File: src/hw/rtl/mffu_pkg.sv
// Package for the motor feedback frame unwrap block.
// Holds the frame layout and the angle result types; no dependencies.
package mffu_pkg;

    localparam int AngleWidth = 33;

    typedef logic [AngleWidth-1:0] angle_t;

    typedef struct packed {
        logic [3:0]  status;
        logic [3:0]  unused;
        logic [15:0] encoder;
        logic [11:0] velocity;
        logic [11:0] torque;
        logic [7:0]  driver_temp;
        logic [7:0]  winding_temp;
    } frame_t;

    typedef struct packed {
        angle_t total;
        angle_t change;
    } angle_pair_t;

endpackage

File: src/hw/rtl/mffu_unwrap.sv
// Multi-turn unwrap: offset capture, saturating turn counter and angle delta.
// Depends on mffu_pkg.
module mffu_unwrap
    import mffu_pkg::*;
#(
    parameter int ENCODER_SPAN = 65536,
    parameter int TURN_BITS    = 16
) (
    input  logic        aclk,
    input  logic        aresetn,
    input  logic        take,
    input  logic [15:0] encoder,
    output angle_pair_t angles
);

    localparam logic signed [16:0] HALF_POS  = 17'(ENCODER_SPAN / 2);
    localparam logic signed [16:0] HALF_NEG  = -HALF_POS;
    localparam angle_t             SPAN_STEP = AngleWidth'(ENCODER_SPAN);
    localparam logic signed [TURN_BITS-1:0] TURN_MAX = {1'b0, {(TURN_BITS-1){1'b1}}};
    localparam logic signed [TURN_BITS-1:0] TURN_MIN = {1'b1, {(TURN_BITS-1){1'b0}}};

    logic                        offset_taken_reg;
    logic [15:0]                 prev_pos_reg;
    logic [15:0]                 offset_reg;
    logic signed [TURN_BITS-1:0] turn_reg;
    logic signed [TURN_BITS-1:0] turn_next;
    angle_t                      base_reg;
    angle_t                      base_next;
    angle_t                      prev_angle_reg;
    logic signed [16:0]          diff;
    logic [15:0]                 offset_eff;
    angle_t                      total;

    always_comb begin
        diff      = $signed({1'b0, encoder}) - $signed({1'b0, prev_pos_reg});
        turn_next = turn_reg;
        base_next = base_reg;
        if (offset_taken_reg) begin
            if (diff > HALF_POS) begin
                if (turn_reg != TURN_MIN) begin
                    turn_next = turn_reg - 1'b1;
                    base_next = base_reg - SPAN_STEP;
                end
            end else if (diff < HALF_NEG) begin
                if (turn_reg != TURN_MAX) begin
                    turn_next = turn_reg + 1'b1;
                    base_next = base_reg + SPAN_STEP;
                end
            end
        end
        offset_eff    = offset_taken_reg ? offset_reg : encoder;
        total         = base_next + AngleWidth'(encoder) - AngleWidth'(offset_eff);
        angles.total  = total;
        angles.change = total - prev_angle_reg;
    end

    always_ff @(posedge aclk) begin
        if (!aresetn) begin
            offset_taken_reg <= 1'b0;
            prev_pos_reg     <= '0;
            offset_reg       <= '0;
            turn_reg         <= '0;
            base_reg         <= '0;
            prev_angle_reg   <= '0;
        end else if (take) begin
            offset_taken_reg <= 1'b1;
            prev_pos_reg     <= encoder;
            offset_reg       <= offset_eff;
            turn_reg         <= turn_next;
            base_reg         <= base_next;
            prev_angle_reg   <= total;
        end
    end

endmodule

File: src/hw/rtl/motor_feedback_frame_unwrap.sv
// Top level of the motor feedback frame unwrap block: input and result registers.
// Depends on mffu_pkg and mffu_unwrap.
//
// Takes one 8-byte feedback frame per request and returns one result per frame:
// the unpacked status, encoder, velocity, torque and temperature fields, plus the
// multi-turn angle relative to the first frame's encoder and its change since
// the previous frame. A frame is accepted every cycle while results are taken.
// Results are registered: each frame is held in the input register, and the single
// unwrap pass reads it and writes the result register when that frame advances. A
// result held by a low m_ready holds a pending frame in the input register and
// drops s_ready. The first frame after reset sets the zero offset. The turn
// counter saturates at its signed limits, and the angles are 33-bit two's
// complement, wrapping if the parameters make them wider.
module motor_feedback_frame_unwrap
    import mffu_pkg::*;
#(
    parameter int ENCODER_SPAN = 65536,
    parameter int TURN_BITS    = 16
) (
    input  logic        aclk,
    input  logic        aresetn,
    input  logic        s_valid,
    output logic        s_ready,
    input  logic [63:0] s_frame_data,
    output logic        m_valid,
    input  logic        m_ready,
    output logic [3:0]  m_motor_status,
    output logic [15:0] m_encoder_position,
    output logic [11:0] m_velocity_raw,
    output logic [11:0] m_torque_raw,
    output logic [7:0]  m_driver_temperature,
    output logic [7:0]  m_winding_temperature,
    output logic [32:0] m_total_angle,
    output logic [32:0] m_angle_change
);

    logic        in_valid_reg;
    frame_t      in_frame_reg;
    logic        out_valid_reg;
    frame_t      out_frame_reg;
    angle_pair_t out_angles_reg;
    angle_pair_t angles;
    logic        advance;

    assign advance = in_valid_reg && (!out_valid_reg || m_ready);
    assign s_ready = !in_valid_reg || advance;

    mffu_unwrap #(
        .ENCODER_SPAN (ENCODER_SPAN),
        .TURN_BITS    (TURN_BITS)
    ) u_unwrap (
        .aclk    (aclk),
        .aresetn (aresetn),
        .take    (advance),
        .encoder (in_frame_reg.encoder),
        .angles  (angles)
    );

    always_ff @(posedge aclk) begin
        if (!aresetn) begin
            in_valid_reg <= 1'b0;
        end else if (s_ready) begin
            in_valid_reg <= s_valid;
        end
        if (s_valid && s_ready) begin
            in_frame_reg <= frame_t'(s_frame_data);
        end
    end

    always_ff @(posedge aclk) begin
        if (!aresetn) begin
            out_valid_reg <= 1'b0;
        end else if (advance) begin
            out_valid_reg <= 1'b1;
        end else if (m_ready) begin
            out_valid_reg <= 1'b0;
        end
        if (advance) begin
            out_frame_reg  <= in_frame_reg;
            out_angles_reg <= angles;
        end
    end

    assign m_valid               = out_valid_reg;
    assign m_motor_status        = out_frame_reg.status;
    assign m_encoder_position    = out_frame_reg.encoder;
    assign m_velocity_raw        = out_frame_reg.velocity;
    assign m_torque_raw          = out_frame_reg.torque;
    assign m_driver_temperature  = out_frame_reg.driver_temp;
    assign m_winding_temperature = out_frame_reg.winding_temp;
    assign m_total_angle         = out_angles_reg.total;
    assign m_angle_change        = out_angles_reg.change;

`ifndef SYNTHESIS
    a_advance_fills_output: assert property (@(posedge aclk) disable iff (!aresetn)
        advance |=> out_valid_reg)
        else $error("result register not loaded after advance");

    a_drained_output_clears: assert property (@(posedge aclk) disable iff (!aresetn)
        out_valid_reg && m_ready && !advance |=> !out_valid_reg)
        else $error("result delivered twice");

    a_blocked_input_holds: assert property (@(posedge aclk) disable iff (!aresetn)
        in_valid_reg && !advance |=> in_valid_reg && $stable(in_frame_reg))
        else $error("pending request lost in input register");

    a_change_matches_total: assert property (@(posedge aclk) disable iff (!aresetn)
        advance && $past(advance) |=>
            out_angles_reg.change == out_angles_reg.total - $past(out_angles_reg.total))
        else $error("angle change inconsistent with consecutive totals");
`endif

endmodule
File: config.mk
export PLATFORM = sky130hd
export DESIGN_NAME = motor_feedback_frame_unwrap
export DESIGN_NICKNAME = d
export VERILOG_FILES = /design/src/hw/rtl/mffu_pkg.sv /design/src/hw/rtl/mffu_unwrap.sv /design/src/hw/rtl/motor_feedback_frame_unwrap.sv
export SDC_FILE = /design/constraint.sdc
export NUM_CORES = 1
export LEC_CHECK = 0
export BUFFER_PORTS_ARGS = -buffer_cell sky130_fd_sc_hd__buf_4
export CAP_MARGIN = 40
export CELL_PAD_IN_SITES_DETAIL_PLACEMENT = 0
export CELL_PAD_IN_SITES_GLOBAL_PLACEMENT = 1
export CORE_MARGIN = 5
export CORE_UTILIZATION = 51
export CTS_BUF_LIST = sky130_fd_sc_hd__clkbuf_4 sky130_fd_sc_hd__clkbuf_8
export CTS_CLUSTER_SIZE = 14
export DETAILED_ROUTE_END_ITERATION = 10
export PLACE_DENSITY = 0.89
export SLEW_MARGIN = 20
export SYNTH_ARGS = -nofsm -noshare
export SYNTH_HDL_FRONTEND = slang
export SYNTH_SLANG_ARGS = --single-unit
File: constraint.sdc
create_clock -name aclk -period 20 [get_ports aclk]
set_clock_uncertainty 0.15 [all_clocks]
set_input_delay 4 -clock aclk [delete_from_list [all_inputs] [get_ports aclk]]
set_output_delay 4 -clock aclk [all_outputs]
set_load 0.05 [all_outputs]
### Yosys cells after proc, flatten, opt, wreduce, memory -nomap -nowiden

Index checks and enable logic that the tools add are counted.

| storage, ports and cells | value |
|---|---|
| flip-flop bits (word level) | 303 |
| input bits | 68 |
| output and inout port bits | 128 |
| word-level logic and storage cells | 57 |

| cells by class | value |
|---|---|
| $add $sub $neg | 8 |
| magnitude comparators | 2 |
| equality and inequality tests | 3 |
| mux-type cells | 12 |
| reductions and logical operators | 10 |

Operator list:

| operator | count |
|---|---|
| $mux W33 | 5 |
| $mux W16 | 5 |
| $add A33 B16 Y33 | 1 |
| $add A33 B17 Y33 const B | 1 |
| $sub A33 B16 Y33 | 1 |
| $sub A33 B17 Y33 const B | 1 |
| $sub A33 B33 Y33 | 1 |
| $ne A16 B16 Y1 const B | 2 |
| $gt A17 B17 Y1 const B | 1 |
| $lt A17 B16 Y1 const B | 1 |
| $sub A16 B16 Y17 | 1 |
| $add A16 B1 Y16 const B | 1 |
| $sub A16 B1 Y16 const B | 1 |
| $reduce_bool A2 Y1 | 3 |
| $reduce_and A5 Y1 | 1 |
| $logic_and A1 B1 Y1 | 2 |
| $logic_not A1 Y1 | 2 |
| $logic_or A1 B1 Y1 | 2 |
| $mux W1 | 2 |
| $ne A2 B2 Y1 const B | 1 |

### Depth between registers and ports, before layout

Gate-level depths: netlist (run 1).

| depth | value |
|---|---|
| depth after elaboration | 8 |
| depth in mapped cells | 32 |
| mapped depth without buffers | 28 |

### Modules after synthesis

From an unflattened synthesis (run 1), not the netlist that was laid out.

| second synthesis, totals | value |
|---|---|
| cells, all modules | 1370 |
| area total of the unflattened synthesis | 14843.0 um^2 |

By module, submodules not included:

| module | instances | cells each | area an instance (um^2) | seq. area each (um^2) |
|---|---|---|---|---|
| mffu_unwrap | 1 | 1175 | 9153.8 | 1981.9 |
| motor_feedback_frame_unwrap | 1 | 195 | 5689.2 | 5625.4 |

### Least setup slack after synthesis (run 1)

Ideal clock, no wire load.

| timing | value |
|---|---|
| path type | input -> register |
| start point | in m_ready |
| end point | reg out_angles_reg, in the netlist m_angle_change[0], enable pin |
| data arrival time | 7978 ps |
| required time | 19311 ps |
| setup slack | 11333 ps |
| stages on the path | 4 |
| buffers on the path | 1 |
| cells stage by stage | nor2b_1 > nand2b_1 > inv_2 > clkbuf_1 |

| on the way | value |
|---|---|
| word-level cells in the longest chain between the ends | 2 |

Ends and longest elaborated chain:

| item | line | text |
|---|---|---|
| from (decl) | motor_feedback_frame_unwrap.sv:26 | `input logic m_ready,` |
| $logic_or A1 B1 Y1 | motor_feedback_frame_unwrap.sv:45 | `assign advance = in_valid_reg && (!out_valid_reg \|\| m_ready);` |
| $logic_and A1 B1 Y1 | motor_feedback_frame_unwrap.sv:45 |  |
| named net advance | motor_feedback_frame_unwrap.sv:43 | `logic advance;` |
| to (signal assigned) | motor_feedback_frame_unwrap.sv:80 | `out_angles_reg <= angles;` |
| to (decl) | motor_feedback_frame_unwrap.sv:41 | `angle_pair_t out_angles_reg;` |

The timed path passes the listed nets, and every way through them passes these cells.
A chain may end at the register's enable or synchronous reset.

### Worst setup path after layout (run 1)

| timing | value |
|---|---|
| start point | in m_ready |
| end point | out s_ready |

| on the way | value |
|---|---|
| word-level cells in the longest chain between the ends | 3 |

Ends and longest elaborated chain:

| item | line | text |
|---|---|---|
| $logic_or A1 B1 Y1 | motor_feedback_frame_unwrap.sv:45 |  |
| $logic_and A1 B1 Y1 | motor_feedback_frame_unwrap.sv:45 |  |
| $logic_or A1 B1 Y1 | motor_feedback_frame_unwrap.sv:46 | `assign s_ready = !in_valid_reg \|\| advance;` |
| to (decl) | motor_feedback_frame_unwrap.sv:23 | `output logic s_ready,` |

Every way passes these cells.

==> metrics.cfg, run 1 <==
[setup_path]
critPathArrivalTime_ps = 4640
worst-setup-path-type = in -> out
critPathLaunchType = input port
path_max_fanout = 4
cp.required_ps = 15850
cp-end-kind = primary output

[global_route]
grtUsageTotal_pct = 20.40
grt_max_degree = 111
grt_pass1_wl_um = 55710
grt_antenna_before_repair = 0
grt_pass1_vias = 10642
grt_remaining_overflow = 0

[sta]
worstMarginPinSlew_ps = 891.7
max_slew_margin_pct = 40.11
setup_violations = 0
setup_tns_ps = 0
period_share_pct = 43.93
fmax_mhz = 113.8
rsz0062_at_grt = no
holdWs_ps = 262.2
min_period_ps = 8787
slew_viol_final = 0
hold_viol_final = 0

[die]
io_pins = 196
start_util_pct = 51.47
dieArea_um2 = 32390
die_y_um = 180.0
die_width_um = 180.0
num_rows = 62
floorplan.core_area_um2 = 28630

[yosys]
syn_area_per_cell_um2 = 10.26
synth_seq_cells = 287
synth_largest_area_cell = edfxtp_1
ys_seq_area_share_pct = 51.63
yosysWarnings = 0
synth_cell_types = 85
synthFlopType = edfxtp_1
syn_inst = 1436
synth_most_common_cell = edfxtp_1
synth.top_cells.by_count = edfxtp_1, nand2_1, a21oi_1, nor2_1, dfxtp_1
synth_edf_count = 186
yosysTopAreaCellShare_pct = 37.91
async_reset_ff_share_pct = 0
synth_fp_nets = 1588
netlist_area_um2 = 14730
synth.top_cells.by_area = edfxtp_1, dfxtp_1, ha_1, nand2_1, a21oi_1

[worst_hold_path]
hold_class = reg -> reg

[cells_and_area]
drive_gt1_share_pct = 18.79
largest_reg_flops = 60
antennaDiodeCount = 0
final_core_util_pct = 61.62
area_delta_synth_final_pct = 19.73
nets = 1788

[drt]
wl_met3_um = 1726
highest_layer = met4
met2WireLength_um = 15910
dr.pass1.iters = 6
wl_met1_um = 15830
routed-via-count = 11194
drcViolationCount = 0
drt_wl_total_um = 34150
wl_per_cell_um = 16.58
ant_nets = 0
drt_iter0_markers = 814
via_per_inst = 5.434

[clocking]
cts_setup_buffers = 0
clk_path_buf_depth = 3
numClockSinks = 287
cts_hold_buf = 0
cts_tree = yes
insertion_delay_ps = 580
path_clk_slew_ps = 60
post_cts_resized = 0
cts-buffers-inserted = 48
clockRootBuffer = clkbuf_8
cts_max_level = 2

[power_and_ir_drop]
peakVddDrop_v = 0.00004727
power.leakage_nw = 6.897
power_density_nw_per_um2 = 109.2

[placement]
portBuffers = 191
dp_hpwl_um = 23960
gp_congestion = 0.9048

[run]
cap_violations = 0

[run_status]
status = complete, no violations

[stage by stage]
| step | setup WS (ps) | total power, mW | instance area [um^2] | std cells |
|---|---|---|---|---|
| 2_1_floorplan | 11330 | 1.212 | 14730 | 1436 |
| 3_3_place_gp | 11250 | 1.350 | 16490 | 1965 |
| 3_5_place_dp | 11220 | 1.362 | 16530 | 1969 |
| 4_1_cts | 11210 | 1.942 | 17610 | 2059 |
| 5_1_grt | 11120 | 2.040 | 17640 | 2060 |
| 6_report | 11210 | 1.926 | 17640 | 2060 |
[cell families after synthesis]
logic type | Yosys count | share of synthesized area, %
buf+inv | 151 | 3.958
mux | 24 | 1.673
fa+ha+maj | 84 | 7.338
simple gates | 464 | 15.03
flops | 287 | 51.63
xor+xnor | 86 | 5.163
compound gates | 340 | 15.20
[worst max-delay path, cell delays in order]
cell	delay [ps]
buf_4	100
nor2b_1	220
nand2_1	110
buf_4	200
[per-layer routing]
metal | up-vias | global-route usage, %
met5 | - | 0
met4 | 0 | 5.334
met3 | 51 | 3.638
met2 | 280 | 33.29
met1 | 5219 | 28.39
li1 | 5644 | -
[cell type report]
class / instances / area [um^2]
clock buffers: 68 / 842.1
well taps: 384 / 480.5
multi-input cells: 998 / 6546
fillers: 2386 / 10990
inverters: 100 / 382.9
clock inverters: 22 / 236.5
flip-flops and latches: 287 / 7607
repair buffers: 201 / 1544
[where the power goes]
group / internal, mW / switching (mW)
sequential: 0.711 / 0.0216
clock: 0.329 / 0.242
combinational: 0.228 / 0.394
total: 1.27 / 0.658
[layout by cell type, fill, tap and decap left out, types with 18 or more instances in the layout]
cell and count:
buf_4 197, edfxtp_1 186, nand2_1 174, a21oi_1 116
nor2_1 105, dfxtp_1 101, inv_1 98, ha_1 80
xnor2_1 60, o21ai_0 54, clkbuf_8 53, nand3_1 37
a211oi_1 28, a21o_1 25, xor2_1 25, mux2i_1 22
nor3_1 21, o21a_1 18
[final timing paths]
check	from	endpoint	slack, ps	depth (start not counted)
setup / recovery	m_ready	s_ready	11210	4
hold / removal	in_frame_reg[33]$_DFFE_PP_	m_velocity_raw[5]$_DFFE_PP_	260	0
hold reg to reg	in_frame_reg[33]$_DFFE_PP_	m_velocity_raw[5]$_DFFE_PP_	260	0
setup reg to reg	u_unwrap.offset_taken_reg$_SDFFE_PN0P_	m_angle_change[32]$_DFFE_PP_	12070	25
No activity file was read; power rests on OpenSTA's default activity.
==> run 2, diff against run 1 <==
--- a/config.mk
+++ b/config.mk
@@ -5,16 +5,17 @@
 export SDC_FILE = /design/constraint.sdc
 export NUM_CORES = 1
 export LEC_CHECK = 0
+export ABC_AREA = 1
 export BUFFER_PORTS_ARGS = -buffer_cell sky130_fd_sc_hd__buf_4
 export CAP_MARGIN = 40
 export CELL_PAD_IN_SITES_DETAIL_PLACEMENT = 0
 export CELL_PAD_IN_SITES_GLOBAL_PLACEMENT = 1
 export CORE_MARGIN = 5
-export CORE_UTILIZATION = 51
+export CORE_UTILIZATION = 46
 export CTS_BUF_LIST = sky130_fd_sc_hd__clkbuf_4 sky130_fd_sc_hd__clkbuf_8
 export CTS_CLUSTER_SIZE = 14
 export DETAILED_ROUTE_END_ITERATION = 10
-export PLACE_DENSITY = 0.89
+export PLACE_DENSITY = 0.83
 export SLEW_MARGIN = 20
 export SYNTH_ARGS = -nofsm -noshare
 export SYNTH_HDL_FRONTEND = slang
==> constraint.sdc (replaced) <==
create_clock -name aclk -period 8.5 [get_ports aclk]
set_clock_uncertainty 0.15 [all_clocks]
set_input_delay 1.7 -clock aclk [delete_from_list [all_inputs] [get_ports aclk]]
set_output_delay 1.7 -clock aclk [all_outputs]
set_load 0.05 [all_outputs]
==> run 2 against run 1 <==
  * Area after synthesis grew 8.4%
  * Critical path type is now reg -> reg
  * Worst setup slack worse by 9000 ps
  * First-iteration DRC count is 14% lower
==> metrics.cfg, run 2 <==
[drt]
wl_per_cell_um = 15.50  ; -6.5%
routed-via-count = 12884  ; +15%
via_per_inst = 5.057  ; -6.9%
drt_wl_total_um = 39500  ; +16%
drcViolationCount = 0  ; unchanged
ant_nets = 0  ; unchanged
dr.pass1.iters = 5  ; -1
drt_iter0_markers = 696  ; -14%

[cells_and_area]
fin_area_um2 = 18870  ; +7.0%
antennaDiodeCount = 0  ; unchanged
drive_gt1_share_pct = 17.01  ; -1.8 points
most-common-layout-cells = nand2_1, inv_1, buf_4
area_delta_synth_final_pct = 18.20
final_common_cell = nand2_1
final_cells = 2548  ; +24%
nets = 2204  ; +23%
final_core_util_pct = 54.90  ; -6.7 points
largest_reg_flops = 60  ; unchanged

[yosys]
synth.top_cells.by_area = edfxtp_1, dfxtp_1, nand2_1, ha_1, inv_1
synth_cell_types = 56  ; -34%
syn_inst = 1865  ; +30%
synth_most_common_cell = nand2_1
synth_edf_count = 186  ; unchanged
yosysWarnings = 0  ; unchanged
ys_seq_area_share_pct = 47.65  ; -4.0 points
synthFlopType = edfxtp_1
netlist_area_um2 = 15960  ; +8.4%
synth.top_cells.by_count = nand2_1, inv_1, edfxtp_1, a21oi_1, o21ai_0
syn_area_per_cell_um2 = 8.560  ; -17%
synth_fp_nets = 2017  ; +27%
async_reset_ff_share_pct = 0  ; unchanged
synth_seq_cells = 287  ; unchanged
synth_largest_area_cell = edfxtp_1
yosysTopAreaCellShare_pct = 34.99  ; -2.9 points

[setup_path]
crit_family = simple AND/OR/NAND/NOR gates
path_max_fanout = 24  ; +20
max_stage_delay_ps = 560  ; +340 ps
crit_top_cell = nand2_1
cp_num_buf_inv = 5  ; +3
cp.required_ps = 8720  ; -7130 ps
worst-setup-path-type = reg -> reg
critPathArrivalTime_ps = 6500  ; +1860 ps
critPathLaunchType = flip-flop
cp-end-kind = flip-flop
cpMaxStageDelayCell = a2111oi_0

[die]
io_pins = 196  ; unchanged
dieArea_um2 = 38530  ; +19%
start_util_pct = 46.44  ; -5.0 points
die_y_um = 196.3  ; +9.1%
die_width_um = 196.3  ; +9.1%
floorplan.core_area_um2 = 34370  ; +20%
num_rows = 68  ; +9.7%

[run_status]
status = complete, no violations

[sta]
min_period_ps = 6277
fmax_mhz = 159.3
setup_ws_ps = 2223  ; -8990 ps
period_share_pct = 73.84
max_slew_margin_pct = 43.79  ; +3.7 points
rsz0062_at_grt = no
worstMarginPinSlew_ps = 843.2  ; -48.50 ps
hold_viol_final = 0  ; unchanged
slew_viol_final = 0  ; unchanged
setup_tns_ps = 0  ; unchanged
holdWs_ps = 261.4  ; -0.7090 ps
setup_violations = 0  ; unchanged

[power_and_ir_drop]
power.leakage_nw = 8.545  ; +24%
finalPower_mw = 4.660  ; +140%
peakVddDrop_v = 0.0001877  ; +300%
power_density_nw_per_um2 = 247.0  ; +130%

[clocking]
post_cts_resized = 0  ; unchanged
cts_setup_buffers = 0  ; unchanged
cts_tree = yes
cts_hold_buf = 0  ; unchanged
clk_path_buf_depth = 3  ; unchanged
insertion_delay_ps = 620  ; +40 ps
clockRootBuffer = clkbuf_8
cts-buffers-inserted = 49  ; +2.1%
numClockSinks = 287  ; unchanged
cts_max_level = 2  ; unchanged
path_clk_slew_ps = 60  ; about the same

[global_route]
grt_pass1_wl_um = 63540  ; +14%
grt_antenna_before_repair = 0  ; unchanged
grt_pass1_vias = 12298  ; +16%
grt_remaining_overflow = 0  ; unchanged
grtUsageTotal_pct = 20.19  ; -0.21 points
grt_max_degree = 81  ; -27%

[placement]
dp_hpwl_um = 28940  ; +21%
portBuffers = 191  ; unchanged
gp_congestion = 0.8918  ; -1.4%
place_area_um2 = 17790  ; +7.6%
dpl.cell_count = 2456  ; +25%
dpl_worst_slack_ps = 2173  ; -9044 ps

[worst_hold_path]
hold_class = reg -> reg

[run]
cap_violations = 0  ; unchanged

==> run 2: cell types whose count changed after synthesis, sizes merged, moves of 12 or more <==
cell	delta
nand2	+235
inv	+159
o21ai	+92
nand3	+55
xor2	+54
a21oi	+50
xnor2	-49
nor2	+28
a21o	-23
o21a	-16
or3	-16
nor2b	-12
==> run 2: layer usage <==
metal	vias up	wire length (um)	global-route usage, %
li1	6637	-	-
met1	5896	18570	27.79
met2	300	18000	33.12
met3	51	2147	3.417
met4	0	778	5.534
met5	-	0	0
==> run 2: kinds of logic after synthesis <==
logic type | synth area share (%)
fa+ha+maj | 6.772
simple gates | 19.21
flops | 47.65
compound gates | 12.45
xor+xnor | 5.040
buf+inv | 7.939
mux | 0.9405
==> run 2: final cells by class <==
| class | instances | area (um^2) |
|---|---|---|
| clock buffers | 79 | 943.4 |
| repair buffers | 200 | 1534 |
| clock inverters | 13 | 137.6 |
| inverters | 260 | 980.9 |
| multi-input cells | 1254 | 7097 |
| fillers | 3163 | 15500 |
| flip-flops and latches | 287 | 7607 |
| well taps | 455 | 569.3 |
==> run 2: path summary, 6_finish.rpt <==
check / start / to / slack, ps / cells after the start
worst max-delay path: in_frame_reg[41]$_DFFE_PP_ / m_angle_change[32]$_DFFE_PP_ / 2220 / 30
worst max register to register: in_frame_reg[41]$_DFFE_PP_ / m_angle_change[32]$_DFFE_PP_ / 2220 / 30
worst min register to register: in_frame_reg[25]$_DFFE_PP_ / m_torque_raw[9]$_DFFE_PP_ / 260 / 0
worst min-delay path: in_frame_reg[25]$_DFFE_PP_ / m_torque_raw[9]$_DFFE_PP_ / 260 / 0
==> run 2: report_power, final <==
group | total, mW | internal [mW] | leakage, nW | switching [mW]
clock | 1.34 | 0.770 | 0.577 | 0.574
sequential | 1.73 | 1.67 | 2.60 | 0.0588
combinational | 1.58 | 0.523 | 5.37 | 1.06
total | 4.66 | 2.97 | 8.54 | 1.69
